`src/rtl/core/pas_pkg.sv`:
```
// Shared widths, register indexes and statistic mode codes.
package pas_pkg;

	localparam int COORD_W      = 16;
	localparam int PROD_W       = 2 * COORD_W;
	localparam int ACC_W        = 48;
	localparam int VCNT_W       = 11;
	localparam int MAX_VERTICES = 1024;
	localparam int PCNT_W       = 16;
	localparam int MODE_W       = 4;
	localparam int CFG_DATA_W   = 11;
	localparam int CFG_IDX_W    = 1;
	localparam int DIV_CNT_W    = $clog2(ACC_W);
	localparam int IN_DATA_W    = 2 * COORD_W;

	localparam logic [CFG_IDX_W-1:0] REG_STAT_MODE       = 1'b0;
	localparam logic [CFG_IDX_W-1:0] REG_TARGET_VERTICES = 1'b1;

	typedef enum logic [MODE_W-1:0] {
		MODE_ODD_SUM   = 4'd0,
		MODE_EVEN_SUM  = 4'd1,
		MODE_MEAN      = 4'd2,
		MODE_N_SUM     = 4'd3,
		MODE_MAX_AREA  = 4'd4,
		MODE_MAX_VERTS = 4'd5,
		MODE_MIN_AREA  = 4'd6,
		MODE_MIN_VERTS = 4'd7,
		MODE_ODD_CNT   = 4'd8,
		MODE_EVEN_CNT  = 4'd9,
		MODE_N_CNT     = 4'd10
	} stat_mode_t;

endpackage

```
`src/rtl/core/polygon_area_statistics.sv`:
```
// Polygon area statistics: shoelace area per polygon, one statistic per set.
//
// Input stream: one vertex per word. s_tdata carries coord_x and coord_y,
// s_tlast marks the last vertex of a polygon, s_tuser marks the last word
// of a set. A word with s_tuser high and s_tlast low carries no vertex and
// only ends the set. Output stream: one word per set, m_tdata holds the
// statistic (twice the area, a count or a vertex count) and m_tuser flags
// a mean, max or min asked of an empty set.
// All products go through one 16x16 signed multiplier in S_MUL, with a
// 48-bit adder in S_ACC folding each product into the cross sum.
// A vertex that opens a polygon takes no product, one that continues it
// two, one that closes it up to four and then S_ABS and S_CLOSE; s_tready
// is low meanwhile. A set ends via S_END and S_OUT, and for the mean via
// S_DIV, whose bit-serial divider produces one quotient bit a cycle.
// The result sits in an output register; the block goes back to taking
// vertices while it waits. If the receiver still holds the previous result
// when the next set ends, the block waits until that word is taken.
// Configuration is written through cfg_we, cfg_index and cfg_data while
// the block is idle, which the user must ensure: it is not enforced. Reset
// clears all polygon and set state, picks the odd-polygon sum and target 3.
module polygon_area_statistics (
	input  logic                               clk,
	input  logic                               arst_n,
	input  logic                               s_tvalid,
	output logic                               s_tready,
	input  logic [pas_pkg::IN_DATA_W-1:0]      s_tdata,  // coord_x, coord_y
	input  logic                               s_tlast,  // last_vertex
	input  logic                               s_tuser,  // last_polygon
	output logic                               m_tvalid,
	input  logic                               m_tready,
	output logic [pas_pkg::ACC_W-1:0]          m_tdata,  // stat_value
	output logic                               m_tuser,  // empty_error
	input  logic                               cfg_we,
	input  logic [pas_pkg::CFG_IDX_W-1:0]      cfg_index,
	input  logic [pas_pkg::CFG_DATA_W-1:0]     cfg_data
);
	import pas_pkg::*;

	typedef enum logic [3:0] {
		S_IDLE, S_MUL, S_ACC, S_POST, S_ABS, S_CLOSE, S_END, S_DIV, S_OUT
	} state_t;

	state_t                     state_q;
	logic [1:0]                 step_q, last_step_q;
	logic signed [COORD_W-1:0]  x_q, y_q, first_x_q, first_y_q, prev_x_q, prev_y_q;
	logic                       lv_q, lp_q;
	logic signed [PROD_W-1:0]   prod_q;
	logic [ACC_W-1:0]           cross_q, area_q, acc_q, best_q, div_q;
	logic [VCNT_W-1:0]          vcnt_q;
	logic [PCNT_W-1:0]          pcnt_q;
	logic                       seen_q;
	logic [PCNT_W:0]            rem_q;
	logic [DIV_CNT_W-1:0]       div_cnt_q;
	logic [MODE_W-1:0]          stat_mode_q;
	logic [VCNT_W-1:0]          target_q;
	logic                       m_tvalid_q, m_tuser_q;
	logic [ACC_W-1:0]           m_tdata_q;

	logic signed [COORD_W-1:0]  mul_a, mul_b;
	logic [ACC_W-1:0]           prod_ext;
	logic                       has_vertex;
	logic                       is_odd, is_n;
	logic                       add_en, best_en, best_max;
	logic [ACC_W-1:0]           add_val, cand;
	logic [ACC_W:0]             add_sum;
	logic [PCNT_W:0]            rem_sh;
	logic [ACC_W-1:0]           res_value;
	logic                       res_err;

	assign has_vertex = s_tlast || !s_tuser;
	assign prod_ext   = {{(ACC_W-PROD_W){prod_q[PROD_W-1]}}, prod_q};

	// Operand order of the four shoelace products; odd steps subtract.
	always_comb begin
		case (step_q)
			2'd0:    begin mul_a = prev_x_q; mul_b = y_q;       end
			2'd1:    begin mul_a = prev_y_q; mul_b = x_q;       end
			2'd2:    begin mul_a = x_q;      mul_b = first_y_q; end
			default: begin mul_a = y_q;      mul_b = first_x_q; end
		endcase
	end

	assign is_odd = vcnt_q[0];
	assign is_n   = (vcnt_q == target_q);

	always_comb begin
		add_en   = 1'b0;
		add_val  = area_q;
		best_en  = 1'b0;
		best_max = 1'b1;
		cand     = area_q;
		case (stat_mode_q)
			MODE_ODD_SUM:   add_en = is_odd;
			MODE_EVEN_SUM:  add_en = !is_odd;
			MODE_MEAN:      add_en = 1'b1;
			MODE_N_SUM:     add_en = is_n;
			MODE_MAX_AREA:  best_en = 1'b1;
			MODE_MAX_VERTS: begin
				best_en = 1'b1;
				cand    = ACC_W'(vcnt_q);
			end
			MODE_MIN_AREA:  begin
				best_en  = 1'b1;
				best_max = 1'b0;
			end
			MODE_MIN_VERTS: begin
				best_en  = 1'b1;
				best_max = 1'b0;
				cand     = ACC_W'(vcnt_q);
			end
			MODE_ODD_CNT:   begin
				add_en  = is_odd;
				add_val = ACC_W'(1);
			end
			MODE_EVEN_CNT:  begin
				add_en  = !is_odd;
				add_val = ACC_W'(1);
			end
			MODE_N_CNT:     begin
				add_en  = is_n;
				add_val = ACC_W'(1);
			end
			default:        ;
		endcase
	end

	assign add_sum = {1'b0, acc_q} + {1'b0, add_val};
	assign rem_sh  = {rem_q[PCNT_W-1:0], div_q[ACC_W-1]};

	always_comb begin
		res_value = '0;
		res_err   = 1'b0;
		case (stat_mode_q)
			MODE_ODD_SUM, MODE_EVEN_SUM, MODE_N_SUM,
			MODE_ODD_CNT, MODE_EVEN_CNT, MODE_N_CNT:
				res_value = acc_q;
			MODE_MEAN: begin
				if (pcnt_q == '0) begin
					res_err = 1'b1;
				end else begin
					res_value = div_q;
				end
			end
			MODE_MAX_AREA, MODE_MAX_VERTS, MODE_MIN_AREA, MODE_MIN_VERTS: begin
				if (!seen_q) begin
					res_err = 1'b1;
				end else begin
					res_value = best_q;
				end
			end
			default: ;
		endcase
	end

	always_ff @(posedge clk or negedge arst_n) begin
		if (!arst_n) begin
			state_q     <= S_IDLE;
			step_q      <= '0;
			last_step_q <= '0;
			x_q         <= '0;
			y_q         <= '0;
			lv_q        <= 1'b0;
			lp_q        <= 1'b0;
			first_x_q   <= '0;
			first_y_q   <= '0;
			prev_x_q    <= '0;
			prev_y_q    <= '0;
			prod_q      <= '0;
			cross_q     <= '0;
			area_q      <= '0;
			vcnt_q      <= '0;
			acc_q       <= '0;
			pcnt_q      <= '0;
			best_q      <= '0;
			seen_q      <= 1'b0;
			div_q       <= '0;
			rem_q       <= '0;
			div_cnt_q   <= '0;
			stat_mode_q <= MODE_W'(MODE_ODD_SUM);
			target_q    <= VCNT_W'(3);
			m_tvalid_q  <= 1'b0;
			m_tdata_q   <= '0;
			m_tuser_q   <= 1'b0;
		end else begin
			if (cfg_we) begin
				unique case (cfg_index)
					REG_STAT_MODE:       stat_mode_q <= cfg_data[MODE_W-1:0];
					REG_TARGET_VERTICES: target_q    <= cfg_data[VCNT_W-1:0];
					default:             ;
				endcase
			end

			// In S_OUT the output register is handled by the state itself.
			if (m_tvalid_q && m_tready && state_q != S_OUT) begin
				m_tvalid_q <= 1'b0;
			end

			unique case (state_q)
				S_IDLE: begin
					if (s_tvalid) begin
						x_q  <= s_tdata[COORD_W-1:0];
						y_q  <= s_tdata[IN_DATA_W-1:COORD_W];
						lv_q <= s_tlast;
						lp_q <= s_tuser;
						step_q      <= (vcnt_q == '0) ? 2'd2 : 2'd0;
						last_step_q <= s_tlast ? 2'd3 : 2'd1;
						if (has_vertex && vcnt_q == '0) begin
							first_x_q <= s_tdata[COORD_W-1:0];
							first_y_q <= s_tdata[IN_DATA_W-1:COORD_W];
						end
						if (!has_vertex) begin
							state_q <= S_END;
						end else if (vcnt_q != '0 || s_tlast) begin
							state_q <= S_MUL;
						end else begin
							state_q <= S_POST;
						end
					end
				end
				S_MUL: begin
					prod_q  <= PROD_W'(mul_a) * PROD_W'(mul_b);
					state_q <= S_ACC;
				end
				S_ACC: begin
					cross_q <= step_q[0] ? cross_q - prod_ext : cross_q + prod_ext;
					if (step_q == last_step_q) begin
						state_q <= S_POST;
					end else begin
						step_q  <= step_q + 2'd1;
						state_q <= S_MUL;
					end
				end
				S_POST: begin
					prev_x_q <= x_q;
					prev_y_q <= y_q;
					if (vcnt_q < VCNT_W'(MAX_VERTICES)) begin
						vcnt_q <= vcnt_q + VCNT_W'(1);
					end
					state_q <= lv_q ? S_ABS : S_IDLE;
				end
				S_ABS: begin
					area_q  <= cross_q[ACC_W-1] ? (~cross_q + ACC_W'(1)) : cross_q;
					state_q <= S_CLOSE;
				end
				S_CLOSE: begin
					if (add_en) begin
						acc_q <= add_sum[ACC_W] ? {ACC_W{1'b1}} : add_sum[ACC_W-1:0];
					end
					if (best_en) begin
						if (!seen_q || (best_max && cand > best_q) ||
								(!best_max && cand < best_q)) begin
							best_q <= cand;
						end
						seen_q <= 1'b1;
					end
					if (pcnt_q != {PCNT_W{1'b1}}) begin
						pcnt_q <= pcnt_q + PCNT_W'(1);
					end
					first_x_q <= '0;
					first_y_q <= '0;
					prev_x_q  <= '0;
					prev_y_q  <= '0;
					cross_q   <= '0;
					vcnt_q    <= '0;
					state_q   <= lp_q ? S_END : S_IDLE;
				end
				S_END: begin
					div_q     <= acc_q;
					rem_q     <= '0;
					div_cnt_q <= '0;
					if (stat_mode_q == MODE_W'(MODE_MEAN) && pcnt_q != '0) begin
						state_q <= S_DIV;
					end else begin
						state_q <= S_OUT;
					end
				end
				S_DIV: begin
					// Restoring division, one quotient bit per cycle.
					if (rem_sh >= {1'b0, pcnt_q}) begin
						rem_q <= rem_sh - {1'b0, pcnt_q};
						div_q <= {div_q[ACC_W-2:0], 1'b1};
					end else begin
						rem_q <= rem_sh;
						div_q <= {div_q[ACC_W-2:0], 1'b0};
					end
					div_cnt_q <= div_cnt_q + DIV_CNT_W'(1);
					if (div_cnt_q == DIV_CNT_W'(ACC_W - 1)) begin
						state_q <= S_OUT;
					end
				end
				S_OUT: begin
					if (!m_tvalid_q || m_tready) begin
						m_tvalid_q <= 1'b1;
						m_tdata_q  <= res_value;
						m_tuser_q  <= res_err;
						first_x_q  <= '0;
						first_y_q  <= '0;
						prev_x_q   <= '0;
						prev_y_q   <= '0;
						cross_q    <= '0;
						vcnt_q     <= '0;
						acc_q      <= '0;
						pcnt_q     <= '0;
						best_q     <= '0;
						seen_q     <= 1'b0;
						state_q    <= S_IDLE;
					end
				end
				default: state_q <= S_IDLE;
			endcase
		end
	end

	assign s_tready = (state_q == S_IDLE);
	assign m_tvalid = m_tvalid_q;
	assign m_tdata  = m_tdata_q;
	assign m_tuser  = m_tuser_q;

endmodule

```
`config.mk`:
```
export PLATFORM = sky130hd
export DESIGN_NAME = polygon_area_statistics
export DESIGN_NICKNAME = d
export VERILOG_FILES = /design/src/rtl/core/pas_pkg.sv /design/src/rtl/core/polygon_area_statistics.sv
export SDC_FILE = /design/constraint.sdc
export NUM_CORES = 2
export LEC_CHECK = 0
export ABC_AREA = 1
export BUFFER_PORTS_ARGS = -buffer_cell sky130_fd_sc_hd__buf_2
export CORE_MARGIN = 1
export CORE_UTILIZATION = 45
export CTS_CLUSTER_SIZE = 28
export DETAILED_ROUTE_END_ITERATION = 8
export GPL_TIMING_DRIVEN = 1
export HOLD_SLACK_MARGIN = 0.12
export MAX_ROUTING_LAYER = met4
export PLACE_DENSITY = 0.72
export SLEW_MARGIN = 40
export SYNTH_ARGS = -nofsm -noshare
export SYNTH_HDL_FRONTEND = slang
export SYNTH_SLANG_ARGS = --single-unit
```
`constraint.sdc`:
```
create_clock -name clk -period 9.6 [get_ports clk]
set_input_delay 1.92 -clock clk [delete_from_list [all_inputs] [get_ports clk]]
set_output_delay 1.92 -clock clk [all_outputs]
set_load 0.01 [all_outputs]
```
# == Yosys cells after proc, flatten, opt, wreduce, memory -nomap -nowiden ==
# Cells that the tools add are included.
# op_classes
add_sub_neg,9
mul,1
magnitude_cmp,4
n_eq_ne,35
muxes,63
bitwise,2
reduce_logical,50
# ops
cell,n
48-bit 2-to-1 mux,11
16-bit one-hot mux with 3 select lines,6
48-bit one-hot mux with 2 select lines,3
48-bit one-hot mux with 3 select lines,2
16-bit 2-to-1 mux,7
16-bit one-hot mux with 2 select lines,2
48-bit by 48-bit adder with 49-bit output,1
"48-bit by 1-bit adder with 48-bit output, second input constant",1
48-bit adder,1
48-bit greater-than comparator,1
48-bit less-than comparator,1
48-bit inverter,1
48-bit subtractor,1
4-bit one-hot mux with 9 select lines,1
11-bit one-hot mux with 3 select lines,1
"4-bit by 3-bit == test with 1-bit output, second input constant",8
16-bit by 16-bit multiplier with 32-bit output,1
11-bit 2-to-1 mux,2
"2-bit inequality test, second input constant",9
3-bit AND reduction,6
17-bit by 16-bit greater-or-equal comparator with 1-bit output,1
"16-bit by 1-bit adder with 16-bit output, second input constant",1
"4-bit by 2-bit == test with 1-bit output, second input constant",4
"4-bit == test, second input constant",4
40 further kinds,88
# totals
ff_bits,493
input_bits,51
out_inout_bits,51
word_cells,191

# == Logic depth before layout (Yosys ltp) ==
# depth
word_depth,10
depth_mapped,36

# == Worst setup path after synthesis ==
# OpenSTA, ideal clock, no wires.
# synth_path
path_kind,flip-flop to flip-flop
startpoint,register step_q[0]
endpoint,register prod_q[31]
arrival_time_ps,7471
slack_ps,2006
path_stages_with_launch,33
period_less_slack_ps,7594
path_cell_list,dfrtp_1 -> clkbuf_1 -> inv_1 -> clkbuf_1 -> clkbuf_1 -> ha_1 -> inv_1 -> clkbuf_1 -> o22ai_1 -> o22ai_1 -> clkbuf_1 -> nor2_1 -> fa_1 -> inv_1 -> fa_1 -> inv_1 -> fa_1 -> inv_1 -> fa_1 -> inv_1 -> fa_1 -> inv_1 -> fa_1 -> inv_1 -> ha_1 -> nand2_1 -> nor3_1 -> nand2_1 -> or2_2 -> nand3_1 -> nor2_1 -> o21ai_0 -> nand2_1
# synth_between
elab_chain_cells,3
# synth_lines
element,line_no,text
"start, declared",polygon_area_statistics.sv:44,"logic [1:0] step_q, last_step_q;"
"start signal, assigned",polygon_area_statistics.sv:205,step_q <= (vcnt_q == '0) ? 2'd2 : 2'd0;
"start signal, assigned",polygon_area_statistics.sv:229,step_q <= step_q + 2'd1;
"2-bit == test, or another cell as far along",polygon_area_statistics.sv:75,case (step_q)
16-bit one-hot mux with 3 select lines,polygon_area_statistics.sv:75,
16-bit by 16-bit multiplier with 32-bit output (*),polygon_area_statistics.sv:221,prod_q <= PROD_W'(mul_a) * PROD_W'(mul_b);
"end signal, assigned",polygon_area_statistics.sv:221,
"end, declared",polygon_area_statistics.sv:47,logic signed [PROD_W-1:0] prod_q;
# Mark *: on every way between the ends. The rest lies on a longest branch, timed or not.
# A chain may end at the register's enable or synchronous reset.

# == Worst setup path in the final report ==
# layout_path
startpoint,register step_q[0]
endpoint,register prod_q[22]
# The elaborated chain is that of the path after synthesis.

==> metrics.md <==
| Metric | Value |
|---|---|
| Status | finished, violations left |
| Failing checks | design-rule violations |
| Pwr/cell area | 97.38 nW/um^2 |
| Vias in the first global route | 41090 |
| WP data required | 10.11 ns |
| RSZ-0062 raised after global routing | no |
| Die W | 315.0 um |
| Synthesized Nets | 6840 |
| Hold endpoint | m_tdata[43] |
| Final setup fails | 0 |
| Clk_lat worst skew | 0.67 ns |
| Leakage | 26.11 nW |
| Top post-synthesis cells by area | dfrtp_1 28%, nand2_1 15%, fa_1 12% |
| Average cell area after synthesis | 7.030 sq um |
| WHS | 0.4684 ns |
| Ys flop type | dfrtp_1 |
| Overflow after GRT | 0 |
| Cells after Synth | 6272 |
| Fmax | 121.2 MHz |
| WHS Path Cells | 1 |
| Setup Fix Bufs, Post-CTS | 0 |
| Hold Buf Count CTS | 0 |
| Die ar. | 99240 sq um |
| Slowest CP cell | ha_1 |
| Fin. max-slew vios | 0 |
| Pin count of the biggest net entering global routing | 150 |
| CP max stage delay | 0.58 ns |
| Post-Route WL | 142500 um |
| Fin util | 49.66% |
| First-pass GRT wire length | 227900 um |
| Slew HR | 43.88% |
| Detail Route Antenna Nets | 0 |
| Drt first pass iters | 8 |
| Core region area | 96850 sq um |
| Worst r2r src | step_q[0] |
| Initial antenna violation count | 1 |
| Final std cells w/o fill | 7620 |
| Leading area contributor after synthesis | dfrtp_1 |
| Tmin final | 8.248 ns |
| Layout cells sized above 1 | 5.061% |
| Worst Clk Skew | 0.03169 ns |
| Count of flip-flops with a built-in enable after synthesis | 0 |
| CTS sink count | 492 |
| Top-level port count | 102 |
| Rows | 114 |
| Synth warn | 0 |
| Worst vdd ir | 0.1196 mV |
| Yosys reg bits | 492 |
| Crit path max fanout | 23 |
| Total GRT Usage | 29.98% |
| Area Overhead vs Synth | 9.069% |
| Hold path startpoint | m_tdata[43] |
| Gpl congestion | 0.9999 |
| Reg clk slew, reported paths | 0.06 ns |
| Initial Util | 45.53% |
| FF-to-FF setup slack | 1.35 ns |
| CTS tree | built |
| Post-synthesis cell type count | 53 |
| CP endpoint kind | register |
| Tightest Pin Transition | 0.8330 ns |
| Reg2reg end | prod_q[22] |
| Die H | 315.0 um |
| Via Count | 41510 |
| Seq/Total Area, Yosys | 27.93% |
| CTS H-Tree Depth | 2 |
| Hold Fails Final Rpt | 0 |
| Remaining DRCs | 14 |
| CTS root buf | clkbuf_16 |
| CP arrival | 8.76 ns |
| WS Path Type | register to register |
| Setup_tns | 0 ns |
| Initial DRC Count | 3606 |
| Worst Setup SP | step_q[0] |
| Post-synth top cells | 1738 x nand2_1, 1030 x inv_1, 637 x nor2_1 |
| Max-cap violations | 0 |
| DR vias/cell | 5.448 |
| Placed Cells | 7510 |
| Tcrit/Tclk final | 85.92% |
| Synthesized area | 44090 sq um |
| Reg2Reg Depth | 25 |
| Post-CTS sizing | 0 |
| Total CTS buffers | 58 |
| Post-synthesis async set-or-reset flop share | 100.0% |
| Top-count cell post-synth | nand2_1 |
| Maximum buffer depth of the clock tree | 3 |
| Placed wire-length estimate | 112000 um |
| Hold Path Class | register to register |
| Nets | 6863 |
| I/O Buffers | 101 |
| CP Launch Type | register |
| Most used cell, CP | fa_1 |
| Area share of the largest cell type after synthesis | 27.81% |
| Drt wl/cell | 18.71 um |
==> worst max-delay path, delay by kind of cell (launching register included) <==
kind            cells  cell delay [ns]
buf+inv             6             1.38
simple gates        4             0.72
fa+ha+maj           8             4.10
flops               1             0.36
compound gates      7             1.54
==> state kept, by name, summed over array words and instances, names as in the netlist, 4 cells and up <==
name	cells
acc_q	48
area_q	48
best_q	48
cross_q	48
div_q	48
m_tdata	48
prod_q	32
first_x_q	16
first_y_q	16
pcnt_q	16
prev_x_q	16
prev_y_q	16
rem_q	16
x_q	16
y_q	16
target_q	11
vcnt_q	11
div_cnt_q	6
stat_mode_q	4
state_q	4
==> layer usage <==
layer	global-route usage [%]	share of wire [%]	vias to the layer above
met5	-	0	-
met4	8.032	2.6	0
met3	3.526	6.0	213
met2	48.45	47	1330
met1	39.71	44	20060
li1	-	-	19910
==> power by group <==
group          internal, mW  switching, mW  leakage, nW
Clock                  1.46          0.977         1.04
Combinational        0.0389          0.111         18.4
Sequential             2.09        0.00930         6.66
==> cells by family (layout without fill, tap and decap cells) <==
group / count (synthesis) / count (layout) / share of synthesized area (%)
compound gates: 934 / 934 / 11.91
flops: 492 / 492 / 27.93
xor+xnor: 150 / 150 / 2.979
other cells: 0 / 1 / 0
mux: 8 / 8 / 0.2043
buf+inv: 1243 / 1314 / 10.75
simple gates: 2928 / 2928 / 27.04
fa+ha+maj: 517 / 517 / 19.18
==> worst max-delay path by stage <==
stage	end	slack (ns)	cells past startpoint
global route	prod_q[31]	0.89	29
floorplan	prod_q[31]	2.01	32
global placement	prod_q[20]	1.28	26
finish	prod_q[22]	1.35	25
CTS	prod_q[31]	1.46	29
detailed placement	prod_q[31]	1.52	29
==> cell type report <==
class                      count  area, sq um
fill                        9727        48760
multi-input combinational   4537        27100
sequential                   492        12310
inverter                    1051         3956
clock buffer                  80         1707
tap                         1276         1597
timing repair buffer         155         1010
clock inverter                28        402.9
antenna                        1        2.502
==> through the flow <==
step	worst slack, ns	area, sq um	total power, mW
after floorplan	2.006	44090	2.196
after global placement	1.277	45870	2.277
after detailed placement	1.523	45950	2.283
after CTS	1.461	48060	4.718
after global routing	0.8883	48090	4.817
final	1.352	48090	4.683
==> placed cells by master, fill, tap and decap left out, drive strengths merged, types with 2 or more instances in the layout <==
| cell | n |
|---|---|
| nor3 | 63 |
| o21bai | 21 |
| buf | 155 |
| o31ai | 14 |
| o211ai | 57 |
| clkinvlp | 2 |
| clkbuf | 80 |
| a21boi | 7 |
| xor2 | 93 |
| o21a | 6 |
| dfrtp | 490 |
| nand2 | 1743 |
| nor2 | 638 |
| o32ai | 2 |
| inv | 1041 |
| mux2 | 8 |
| xnor2 | 57 |
| ha | 252 |
| a21oi | 246 |
| nor4 | 25 |
| nand3 | 354 |
| dfstp | 2 |
| fa | 265 |
| a21o | 28 |
| o21ai | 388 |
| o22ai | 138 |
| a32o | 2 |
| and2 | 4 |
| nand4 | 64 |
| nand3b | 12 |
| a31oi | 20 |
| clkinv | 28 |
| or2 | 18 |
| and3 | 4 |
| nor3b | 2 |
| bufinv | 8 |
No activity file was read; power rests on OpenSTA's default activity.
